File: src/hw/rtl/alpha_over_pixel_blend_assert.svh
// Assertion macros for the alpha-over blend divider RTL.
`ifndef ALPHA_OVER_PIXEL_BLEND_ASSERT_SVH
`define ALPHA_OVER_PIXEL_BLEND_ASSERT_SVH

// Same-cycle implication, checked out of reset.
`define APB_ASSERT_IMP(lbl, ante, cons) \
  lbl: assert property (@(posedge clk) disable iff (!rst_n) (ante) |-> (cons)) \
    else $error("apb assertion failed");

// Next-cycle implication, checked out of reset.
`define APB_ASSERT_NXT(lbl, ante, cons) \
  lbl: assert property (@(posedge clk) disable iff (!rst_n) (ante) |=> (cons)) \
    else $error("apb assertion failed");

`endif

File: src/hw/rtl/apb_pkg.sv
// Shared types, constants and arithmetic helpers for the alpha-over blend.
`default_nettype none
package apb_pkg;

  localparam int unsigned NUM_CHAN = 3;

  // Configuration register indexes.
  localparam logic REG_FORMAT   = 1'b0;
  localparam logic REG_MODULATE = 1'b1;

  localparam logic [7:0] BYTE_MAX = 8'hFF;

  // Request passed from the front pipeline to the divider pipeline.
  typedef struct packed {
    logic [31:0]                 ground;
    logic [31:0]                 top;
    logic [7:0]                  aout;
    logic [NUM_CHAN-1:0][15:0]   sp;
    logic [NUM_CHAN-1:0][23:0]   dd;
    logic                        pass_ground;
    logic                        pass_top;
  } apb_mid_t;

  // Exact floor(x / 255) for x up to 65279, by reciprocal 32897 / 2^23.
  function automatic logic [7:0] div255_16(input logic [15:0] x);
    logic [31:0] prod;
    prod = ({16'd0, x} << 15) + ({16'd0, x} << 7) + {16'd0, x};
    return prod[30:23];
  endfunction

  // Exact floor(x / 255) for x up to 255^3, by reciprocal 0x01010102 / 2^32.
  function automatic logic [15:0] div255_24(input logic [23:0] x);
    logic [48:0] prod;
    prod = ({25'd0, x} << 24) + ({25'd0, x} << 16) + ({25'd0, x} << 8)
         + ({25'd0, x} << 1);
    return prod[47:32];
  endfunction

  // Alpha sits in the low byte for the RGBA and BGRA orders.
  function automatic logic alpha_low(input logic [1:0] fmt);
    return fmt[1];
  endfunction

  // Byte position of colour channel c.
  function automatic logic [1:0] chan_pos(input logic low, input logic [1:0] c);
    return low ? 2'(c + 2'd1) : c;
  endfunction

  function automatic logic [7:0] byte_of(input logic [31:0] w, input logic [1:0] idx);
    return w[{idx, 3'b000} +: 8];
  endfunction

endpackage
`default_nettype wire

File: src/hw/rtl/alpha_over_pixel_blend.sv
// Top level of the straight-alpha over compositor with configuration registers.
`default_nettype none
// One pixel request enters per clock while nothing stalls, and its result passes
// four front stages (colour modulation, source alpha,
// the alpha and colour products, output alpha) and three divider stages
// (numerators, four restoring division steps, then the last four steps with the
// output register).
// A stall on the output backs up stage by stage, so empty stages still fill.
// Configuration must only be written while no request is in flight.
module alpha_over_pixel_blend (
  input  wire logic        clk,
  input  wire logic        rst_n,
  input  wire logic        cfg_we,
  input  wire logic        cfg_index,
  input  wire logic [31:0] cfg_data,
  input  wire logic        in_valid,
  output logic             in_stall,
  input  wire logic [31:0] in_ground_pixel,
  input  wire logic [31:0] in_top_pixel,
  input  wire logic [7:0]  in_intensity,
  output logic             out_valid,
  input  wire logic        out_stall,
  output logic [31:0]      out_blended_pixel
);

  logic [1:0]  fmt_r;
  logic [31:0] mod_r;
  logic        in_ready, mid_valid, mid_ready;
  apb_pkg::apb_mid_t mid;

  always_ff @(posedge clk) begin
    if (!rst_n) begin
      fmt_r <= 2'd0;
      mod_r <= 32'hFFFF_FFFF;
    end else if (cfg_we) begin
      unique case (cfg_index)
        apb_pkg::REG_FORMAT:   fmt_r <= cfg_data[1:0];
        apb_pkg::REG_MODULATE: mod_r <= cfg_data;
        default: ;
      endcase
    end
  end

  apb_front u_front (
    .clk       (clk),
    .rst_n     (rst_n),
    .fmt       (fmt_r),
    .modulate  (mod_r),
    .in_valid  (in_valid),
    .in_ready  (in_ready),
    .ground    (in_ground_pixel),
    .top       (in_top_pixel),
    .intensity (in_intensity),
    .mid_valid (mid_valid),
    .mid_ready (mid_ready),
    .mid       (mid)
  );

  apb_div u_div (
    .clk       (clk),
    .rst_n     (rst_n),
    .fmt       (fmt_r),
    .mid_valid (mid_valid),
    .mid_ready (mid_ready),
    .mid       (mid),
    .out_valid (out_valid),
    .out_ready (!out_stall),
    .result    (out_blended_pixel)
  );

  assign in_stall = !in_ready;

endmodule
`default_nettype wire

File: src/hw/rtl/apb_front.sv
// Front pipeline: modulation, source alpha, products and output alpha (four stages).
`default_nettype none
module apb_front (
  input  wire logic               clk,
  input  wire logic               rst_n,
  input  wire logic [1:0]         fmt,
  input  wire logic [31:0]        modulate,
  input  wire logic               in_valid,
  output logic                    in_ready,
  input  wire logic [31:0]        ground,
  input  wire logic [31:0]        top,
  input  wire logic [7:0]         intensity,
  output logic                    mid_valid,
  input  wire logic               mid_ready,
  output apb_pkg::apb_mid_t       mid
);

  logic v1_r, v2_r, v3_r, v4_r;
  logic rdy1, rdy2, rdy3, rdy4;

  logic [31:0] g1_r, t1_r;
  logic [7:0]  int1_r;
  logic [31:0] t1_nxt;

  logic [31:0] g2_r, t2_r;
  logic [7:0]  as2_r, ad2_r;
  logic [7:0]  as2_nxt;

  logic [31:0] g3_r, t3_r;
  logic [7:0]  as3_r;
  logic [15:0] p3_r;
  logic [apb_pkg::NUM_CHAN-1:0][15:0] sp3_r, sp3_nxt;
  logic        pg3_r, pt3_r;

  logic [8:0]  asum;
  logic [7:0]  aout_nxt;
  logic [apb_pkg::NUM_CHAN-1:0][23:0] dd_nxt;
  apb_pkg::apb_mid_t mid_r;

  assign rdy4     = !v4_r || mid_ready;
  assign rdy3     = !v3_r || rdy4;
  assign rdy2     = !v2_r || rdy3;
  assign rdy1     = !v1_r || rdy2;
  assign in_ready = rdy1;

  always_comb begin
    for (int b = 0; b < 4; b++) begin
      t1_nxt[b*8 +: 8] = apb_pkg::div255_16({8'd0, top[b*8 +: 8]} *
                                            {8'd0, modulate[b*8 +: 8]});
    end
  end

  always_comb begin
    as2_nxt = apb_pkg::div255_16(
      {8'd0, apb_pkg::byte_of(t1_r, apb_pkg::alpha_low(fmt) ? 2'd0 : 2'd3)} *
      {8'd0, int1_r});
  end

  always_comb begin
    for (int c = 0; c < apb_pkg::NUM_CHAN; c++) begin
      sp3_nxt[c] = {8'd0, apb_pkg::byte_of(t2_r,
        apb_pkg::chan_pos(apb_pkg::alpha_low(fmt), 2'(c)))} * {8'd0, as2_r};
    end
  end

  always_comb begin
    asum     = {1'b0, as3_r} + {1'b0, apb_pkg::div255_16(p3_r)};
    aout_nxt = asum[8] ? apb_pkg::BYTE_MAX : asum[7:0];
    for (int c = 0; c < apb_pkg::NUM_CHAN; c++) begin
      dd_nxt[c] = {16'd0, apb_pkg::byte_of(g3_r,
        apb_pkg::chan_pos(apb_pkg::alpha_low(fmt), 2'(c)))} * {8'd0, p3_r};
    end
  end

  always_ff @(posedge clk) begin
    if (!rst_n) begin
      v1_r <= 1'b0;
      v2_r <= 1'b0;
      v3_r <= 1'b0;
      v4_r <= 1'b0;
    end else begin
      if (rdy1) v1_r <= in_valid;
      if (rdy2) v2_r <= v1_r;
      if (rdy3) v3_r <= v2_r;
      if (rdy4) v4_r <= v3_r;
    end
  end

  always_ff @(posedge clk) begin
    if (rdy1) begin
      g1_r   <= ground;
      t1_r   <= t1_nxt;
      int1_r <= intensity;
    end
    if (rdy2) begin
      g2_r  <= g1_r;
      t2_r  <= t1_r;
      as2_r <= as2_nxt;
      ad2_r <= apb_pkg::byte_of(g1_r, apb_pkg::alpha_low(fmt) ? 2'd0 : 2'd3);
    end
    if (rdy3) begin
      g3_r  <= g2_r;
      t3_r  <= t2_r;
      as3_r <= as2_r;
      p3_r  <= {8'd0, ad2_r} * {8'd0, apb_pkg::BYTE_MAX - as2_r};
      sp3_r <= sp3_nxt;
      pg3_r <= (as2_r == 8'd0);
      pt3_r <= (as2_r == apb_pkg::BYTE_MAX) && (ad2_r == apb_pkg::BYTE_MAX);
    end
    if (rdy4) begin
      mid_r.ground      <= g3_r;
      mid_r.top         <= t3_r;
      mid_r.aout        <= aout_nxt;
      mid_r.sp          <= sp3_r;
      mid_r.dd          <= dd_nxt;
      mid_r.pass_ground <= pg3_r || (aout_nxt == 8'd0);
      mid_r.pass_top    <= pt3_r;
    end
  end

  assign mid_valid = v4_r;
  assign mid       = mid_r;

endmodule
`default_nettype wire

File: src/hw/rtl/apb_div.sv
// Divider pipeline: numerators, division by output alpha and result assembly.
`default_nettype none
`include "alpha_over_pixel_blend_assert.svh"
module apb_div (
  input  wire logic               clk,
  input  wire logic               rst_n,
  input  wire logic [1:0]         fmt,
  input  wire logic               mid_valid,
  output logic                    mid_ready,
  input  apb_pkg::apb_mid_t       mid,
  output logic                    out_valid,
  input  wire logic               out_ready,
  output logic [31:0]             result
);

  localparam int unsigned NC = apb_pkg::NUM_CHAN;

  logic v1_r, v2_r, v3_r;
  logic rdy1, rdy2, rdy3;

  logic [31:0] g1_r, t1_r, g2_r, t2_r;
  logic [7:0]  a1_r, a2_r;
  logic        pg1_r, pt1_r, pg2_r, pt2_r;
  logic [NC-1:0]       ovf1_r, ovf2_r;
  logic [NC-1:0][7:0]  rem1_r, rem2_r, lo1_r, lo2_r;
  logic [NC-1:0][3:0]  qh2_r;

  logic [NC-1:0][16:0] num;
  logic [NC-1:0]       ovf_nxt;
  logic [NC-1:0][7:0]  rem2_nxt;
  logic [NC-1:0][3:0]  qh_nxt;
  logic [NC-1:0][3:0]  ql_nxt;
  logic [8:0]          r9a, r9b;
  logic [7:0]          ra, rb;
  logic [31:0]         res_nxt;
  logic [31:0]         res_r;

  assign rdy3      = !v3_r || out_ready;
  assign rdy2      = !v2_r || rdy3;
  assign rdy1      = !v1_r || rdy2;
  assign mid_ready = rdy1;

  // A quotient above 255 exists exactly when the top bits already reach aout.
  always_comb begin
    for (int c = 0; c < NC; c++) begin
      num[c]     = 17'(mid.sp[c]) + 17'(apb_pkg::div255_24(mid.dd[c]));
      ovf_nxt[c] = (num[c][16:8] >= {1'b0, mid.aout});
    end
  end

  always_comb begin
    for (int c = 0; c < NC; c++) begin
      ra = rem1_r[c];
      for (int k = 7; k >= 4; k--) begin
        r9a = {ra, lo1_r[c][k]};
        if (r9a >= {1'b0, a1_r}) begin
          r9a = r9a - {1'b0, a1_r};
          qh_nxt[c][k-4] = 1'b1;
        end else begin
          qh_nxt[c][k-4] = 1'b0;
        end
        ra = r9a[7:0];
      end
      rem2_nxt[c] = ra;
    end
  end

  always_comb begin
    res_nxt = 32'd0;
    for (int c = 0; c < NC; c++) begin
      rb = rem2_r[c];
      for (int k = 3; k >= 0; k--) begin
        r9b = {rb, lo2_r[c][k]};
        if (r9b >= {1'b0, a2_r}) begin
          r9b = r9b - {1'b0, a2_r};
          ql_nxt[c][k] = 1'b1;
        end else begin
          ql_nxt[c][k] = 1'b0;
        end
        rb = r9b[7:0];
      end
    end
    priority if (pg2_r) begin
      res_nxt = g2_r;
    end else if (pt2_r) begin
      res_nxt = t2_r;
    end else begin
      res_nxt[(apb_pkg::alpha_low(fmt) ? 0 : 24) +: 8] = a2_r;
      for (int c = 0; c < NC; c++) begin
        res_nxt[{apb_pkg::chan_pos(apb_pkg::alpha_low(fmt), 2'(c)), 3'b000} +: 8] =
          ovf2_r[c] ? apb_pkg::BYTE_MAX : {qh2_r[c], ql_nxt[c]};
      end
    end
  end

  always_ff @(posedge clk) begin
    if (!rst_n) begin
      v1_r <= 1'b0;
      v2_r <= 1'b0;
      v3_r <= 1'b0;
    end else begin
      if (rdy1) v1_r <= mid_valid;
      if (rdy2) v2_r <= v1_r;
      if (rdy3) v3_r <= v2_r;
    end
  end

  always_ff @(posedge clk) begin
    if (rdy1) begin
      g1_r  <= mid.ground;
      t1_r  <= mid.top;
      a1_r  <= mid.aout;
      pg1_r <= mid.pass_ground;
      pt1_r <= mid.pass_top;
      ovf1_r <= ovf_nxt;
      for (int c = 0; c < NC; c++) begin
        rem1_r[c] <= num[c][15:8];
        lo1_r[c]  <= num[c][7:0];
      end
    end
    if (rdy2) begin
      g2_r   <= g1_r;
      t2_r   <= t1_r;
      a2_r   <= a1_r;
      pg2_r  <= pg1_r;
      pt2_r  <= pt1_r;
      ovf2_r <= ovf1_r;
      rem2_r <= rem2_nxt;
      lo2_r  <= lo1_r;
      qh2_r  <= qh_nxt;
    end
    if (rdy3) begin
      res_r <= res_nxt;
    end
  end

  assign out_valid = v3_r;
  assign result    = res_r;

  // A request that is blended always has a nonzero output alpha.
  `APB_ASSERT_IMP(a_aout_nonzero, v1_r && !pg1_r, a1_r != 8'd0)
  // The partial remainder of channel 0, when it does not saturate, stays below the divisor.
  `APB_ASSERT_IMP(a_rem_bound, v2_r && !pg2_r && !ovf2_r[0], rem2_r[0] < a2_r)
  // A request held back by the output stage is not dropped.
  `APB_ASSERT_NXT(a_no_drop, v2_r && !rdy3, v2_r)

endmodule
`default_nettype wire

File: config.mk
export PLATFORM = sky130hd
export DESIGN_NAME = alpha_over_pixel_blend
export DESIGN_NICKNAME = d
export VERILOG_FILES = /design/src/hw/rtl/apb_pkg.sv /design/src/hw/rtl/alpha_over_pixel_blend.sv /design/src/hw/rtl/apb_front.sv /design/src/hw/rtl/apb_div.sv
export VERILOG_INCLUDE_DIRS = /design/src /design/src/hw/rtl
export SDC_FILE = /design/constraint.sdc
export NUM_CORES = 2
export LEC_CHECK = 0
export ABC_AREA = 0
export BUFFER_PORTS_ARGS = -buffer_cell sky130_fd_sc_hd__buf_2
export CAP_MARGIN = 20
export CORE_ASPECT_RATIO = 1.1
export CORE_UTILIZATION = 35
export CTS_BUF_LIST = sky130_fd_sc_hd__clkbuf_16
export DETAILED_ROUTE_END_ITERATION = 12
export GPL_TIMING_DRIVEN = 0
export SLEW_MARGIN = 20
export SYNTH_ARGS = -nofsm -noshare
export SYNTH_HDL_FRONTEND = slang
export SYNTH_SLANG_ARGS = --single-unit
File: constraint.sdc
create_clock -name clk -period 13.8 [get_ports clk]
set_clock_uncertainty 0.2 [all_clocks]
set_input_delay 2.07 -clock clk [delete_from_list [all_inputs] [get_ports clk]]
set_output_delay 2.07 -clock clk [all_outputs]
set_load 0.005 [all_outputs]
==> results.toml <==
[logic_synthesis]
combinational_family_with_the_most_area_after_synthesis = "adder cells"
ys.warnings.count = 0
async_flop_share_pct = 0
synthXorXnorAreaFrac_pct = 4.23
synthesized_net_count = 9142
synth_edf_count = 766
dominantRegCellSynth = "sky130_fd_sc_hd__edfxtp_1"
synth_compound_area_share_pct = 8.95
sequential_fraction_of_the_synthesis_area_pct = 30.9
synth_top_cells_by_area = "sky130_fd_sc_hd__edfxtp_1 (30%), sky130_fd_sc_hd__ha_1 (18%), sky130_fd_sc_hd__fa_1 (17%)"
syn_avg_cell_area_um2 = 10.6
synth.largest_area_cell = "sky130_fd_sc_hd__edfxtp_1"
synth_fa_ha_area_share_pct = 35.4
post_synth_inst_count = 7244
synthDistinctLibCells = 83
synthSimpleGateAreaFrac_pct = 13.0
synth_largest_type_area_fraction_pct = 29.8
post_synth_instance_area_mm2 = 0.0771
yosys-mux-area-fraction_pct = 2.35
ys_seq_elements = 806

[cts]
cts.repair_timing.setup_buffer_count = 0
cts_hold_buffers = 0
cts_num_sinks = 806
cts_made_buffers = 85
clock_tree.root_cell = "sky130_fd_sc_hd__clkbuf_16"
insertion_delay_ns = 0.73
tritoncts = "built"
ctsLongestPathBuffers = 3
cts_max_level = 3
clock_transition_at_path_regs_ns = 0.07
post_cts_resize_count = 0

[route]
wirelength_met1_mm = 84.4
dr.pass1.iters = 5
detailedRoute.firstIterationViolations = 3298
maxUsedRoutingLayer = "met4"
via_per_inst = 5.10
wire_per_inst_um = 19.4
route.met3.wl_mm = 8.78
final_antenna_net_count = 0
detailroute.wirelength.met2_mm = 98.2
routed_wl_mm = 203
drc = 0
vias = 53400

[floorplan]
num_io_pins = 144
die_h_um = 494
die-width_um = 449
effective_utilization_at_floorplan_pct = 35.2
die_area_mm2 = 0.222
core_area_mm2 = 0.219
std_cell_rows = 180

[place]
gp_routability_congestion = 0.958
placedCellCount = 10300
port_buffer_count = 139
post-dp-hpwl_mm = 164
dp_worst_setup_slack_ns = 1.74

[layout]
layout.cells.most_common_list = "sky130_fd_sc_hd__ha_1 (1,130), sky130_fd_sc_hd__inv_1 (895), sky130_fd_sc_hd__edfxtp_1 (766)"
final_cells = 10500
fillers = 21200
nets = 9380
syn_to_final_growth_pct = 9.96
most_common_library_cell_in_the_layout_ignoring_fill_and_taps = "sky130_fd_sc_hd__ha_1"
ff_latch_area_mm2 = 0.0238
post_route_cells_drive_above_1_share_pct = 6.28
multi_input_area_mm2 = 0.0493

[setup_path]
arr_time_crit_path_ns = 12.42
setup.worst_path.class = "reg -> reg"
cp_data_required_time_ns = 14.06
critPathMaxStageDelay_ns = 0.79
critPathCaptureType = "register"
timing.critical_path.mode_cell = "sky130_fd_sc_hd__o21ai_0"
setup.worst_path.start_class = "register"
slowest_stage = "sky130_fd_sc_hd__edfxtp_1"
reg2reg_depth = 43
crit_path_max_fanout = 18

[sta]
timing.fmax_mhz = 82.3
period_needed_ns = 12.15
setup_viol = 0
final.setup.worst_slack_ns = 1.65
fin_setup_tns_ns = 0
timing.final.max_slew_violations = 0
slew-limit-headroom_pct = 25.7
hold_violations = 0
tightestPinTransition_ns = 1.08
min_period_over_period_pct = 88.1
hold_slack_ns = 0.215
unrepaired_setup_endpoints_after_global_routing = "no"

[outcome]
run_status = "finished clean"

[job]
max_cap_violations = 0

[hold_path]
worst_hold_check_path_type = "reg -> reg"
worst_hold_path.num_cells = 0

[global_route]
grt_antenna_before_repair = 6
aggregate_global_route_resource_usage_pct = 18.2
grt_pass1_vias = 55300
grt_first_pass_wirelength_mm = 314
globalRoute.totalOverflow = 0
grt_start_max_net_pins = 85
## final cells by class
type | count | area share, %
repair buffers | 151 | 1.15
flip-flops and latches | 806 | 28.1
clock buffers | 86 | 2.54
plain buffers | 159 | 0.720
well taps | 2912 | 4.30
diodes | 6 | 0.0177
multi-input cells | 5384 | 58.2
clock inverters | 70 | 0.979
inverters | 895 | 3.99
## registers in the layout, indices dropped and copies added, names as in the netlist, 12 cells and up
register       count
u_front.mid      194
u_front.sp3_r     48
mod_r             32
u_div.g1_r        32
u_div.g2_r        32
u_div.result      32
u_div.t1_r        32
u_div.t2_r        32
u_front.g1_r      32
u_front.g2_r      32
u_front.g3_r      32
u_front.t1_r      32
u_front.t2_r      32
u_front.t3_r      32
u_div.lo1_r       24
u_div.rem1_r      24
u_div.rem2_r      24
u_front.p3_r      16
u_div.lo2_r       12
u_div.qh2_r       12
## kinds of logic (layout without fill, tap and decap cells)
| group | after synthesis | count (layout) |
|---|---|---|
| muxes | 163 | 163 |
| buffers and inverters | 1054 | 1361 |
| and+or+nand+nor | 1999 | 1999 |
| adders and majority gates | 1788 | 1788 |
| other | 0 | 6 |
| DFF | 806 | 806 |
| xor gates and xnor gates | 372 | 372 |
| AOI/OAI and AO/OA | 1062 | 1062 |
## worst max-delay path: cells and delay by family, from the launching register on
family          cells  cell delay, ns
buf+inv             6            1.89
compound gates     26            6.26
fa+ha+maj           4            1.43
simple gates        7            1.29
flops               1            0.79
## per-layer routing
metal | global-route usage (%) | up-vias
met5 | 0 | -
met4 | 9.80 | 0
met3 | 1.95 | 389
met2 | 31.4 | 1255
met1 | 22.3 | 26300
li1 | - | 25400
## through the flow
step                util, %  instance area, um^2
floorplan                 -                77100
global placement       37.2                81400
detailed placement     37.4                81800
CTS                    38.7                84700
global route           38.7                84700
finish                 38.8                84700
## cells in the mapped netlist (all sizes together), types with 12 or more instances
library cell,instances
ha,1130
inv,895
edfxtp,766
fa,658
nand2,652
and2,311
a21oi,304
nor2b,303
nor2,279
xnor2,265
o21ai,232
clkbuf,151
mux2,121
a21o,114
xor2,107
nand2b,103
nand3,103
nor3,80
a211oi,73
o21a,60
nand4,52
mux2i,42
dfxtp,40
o21bai,40
and3,30
a21boi,24
a31oi,22
or3,22
o211ai,21
or2,19
o31ai,17
a311oi,14
o2111ai,14
o41ai,14
a211o,12
## path summary, 6_finish.rpt
| kind | start | to | slack (ns) |
|---|---|---|---|
| max | u_div.a1_r[1] | u_div.rem2_r[4] | 1.65 |
| min | u_div.g1_r[25] | u_div.g2_r[25] | 0.21 |
| max reg2reg | u_div.a1_r[1] | u_div.rem2_r[4] | 1.65 |
| min reg2reg | u_div.g1_r[25] | u_div.g2_r[25] | 0.21 |
Power is left out: the tool's default activity adds up to more than one toggle a clock period on the data nets, which glitch-free logic cannot reach.
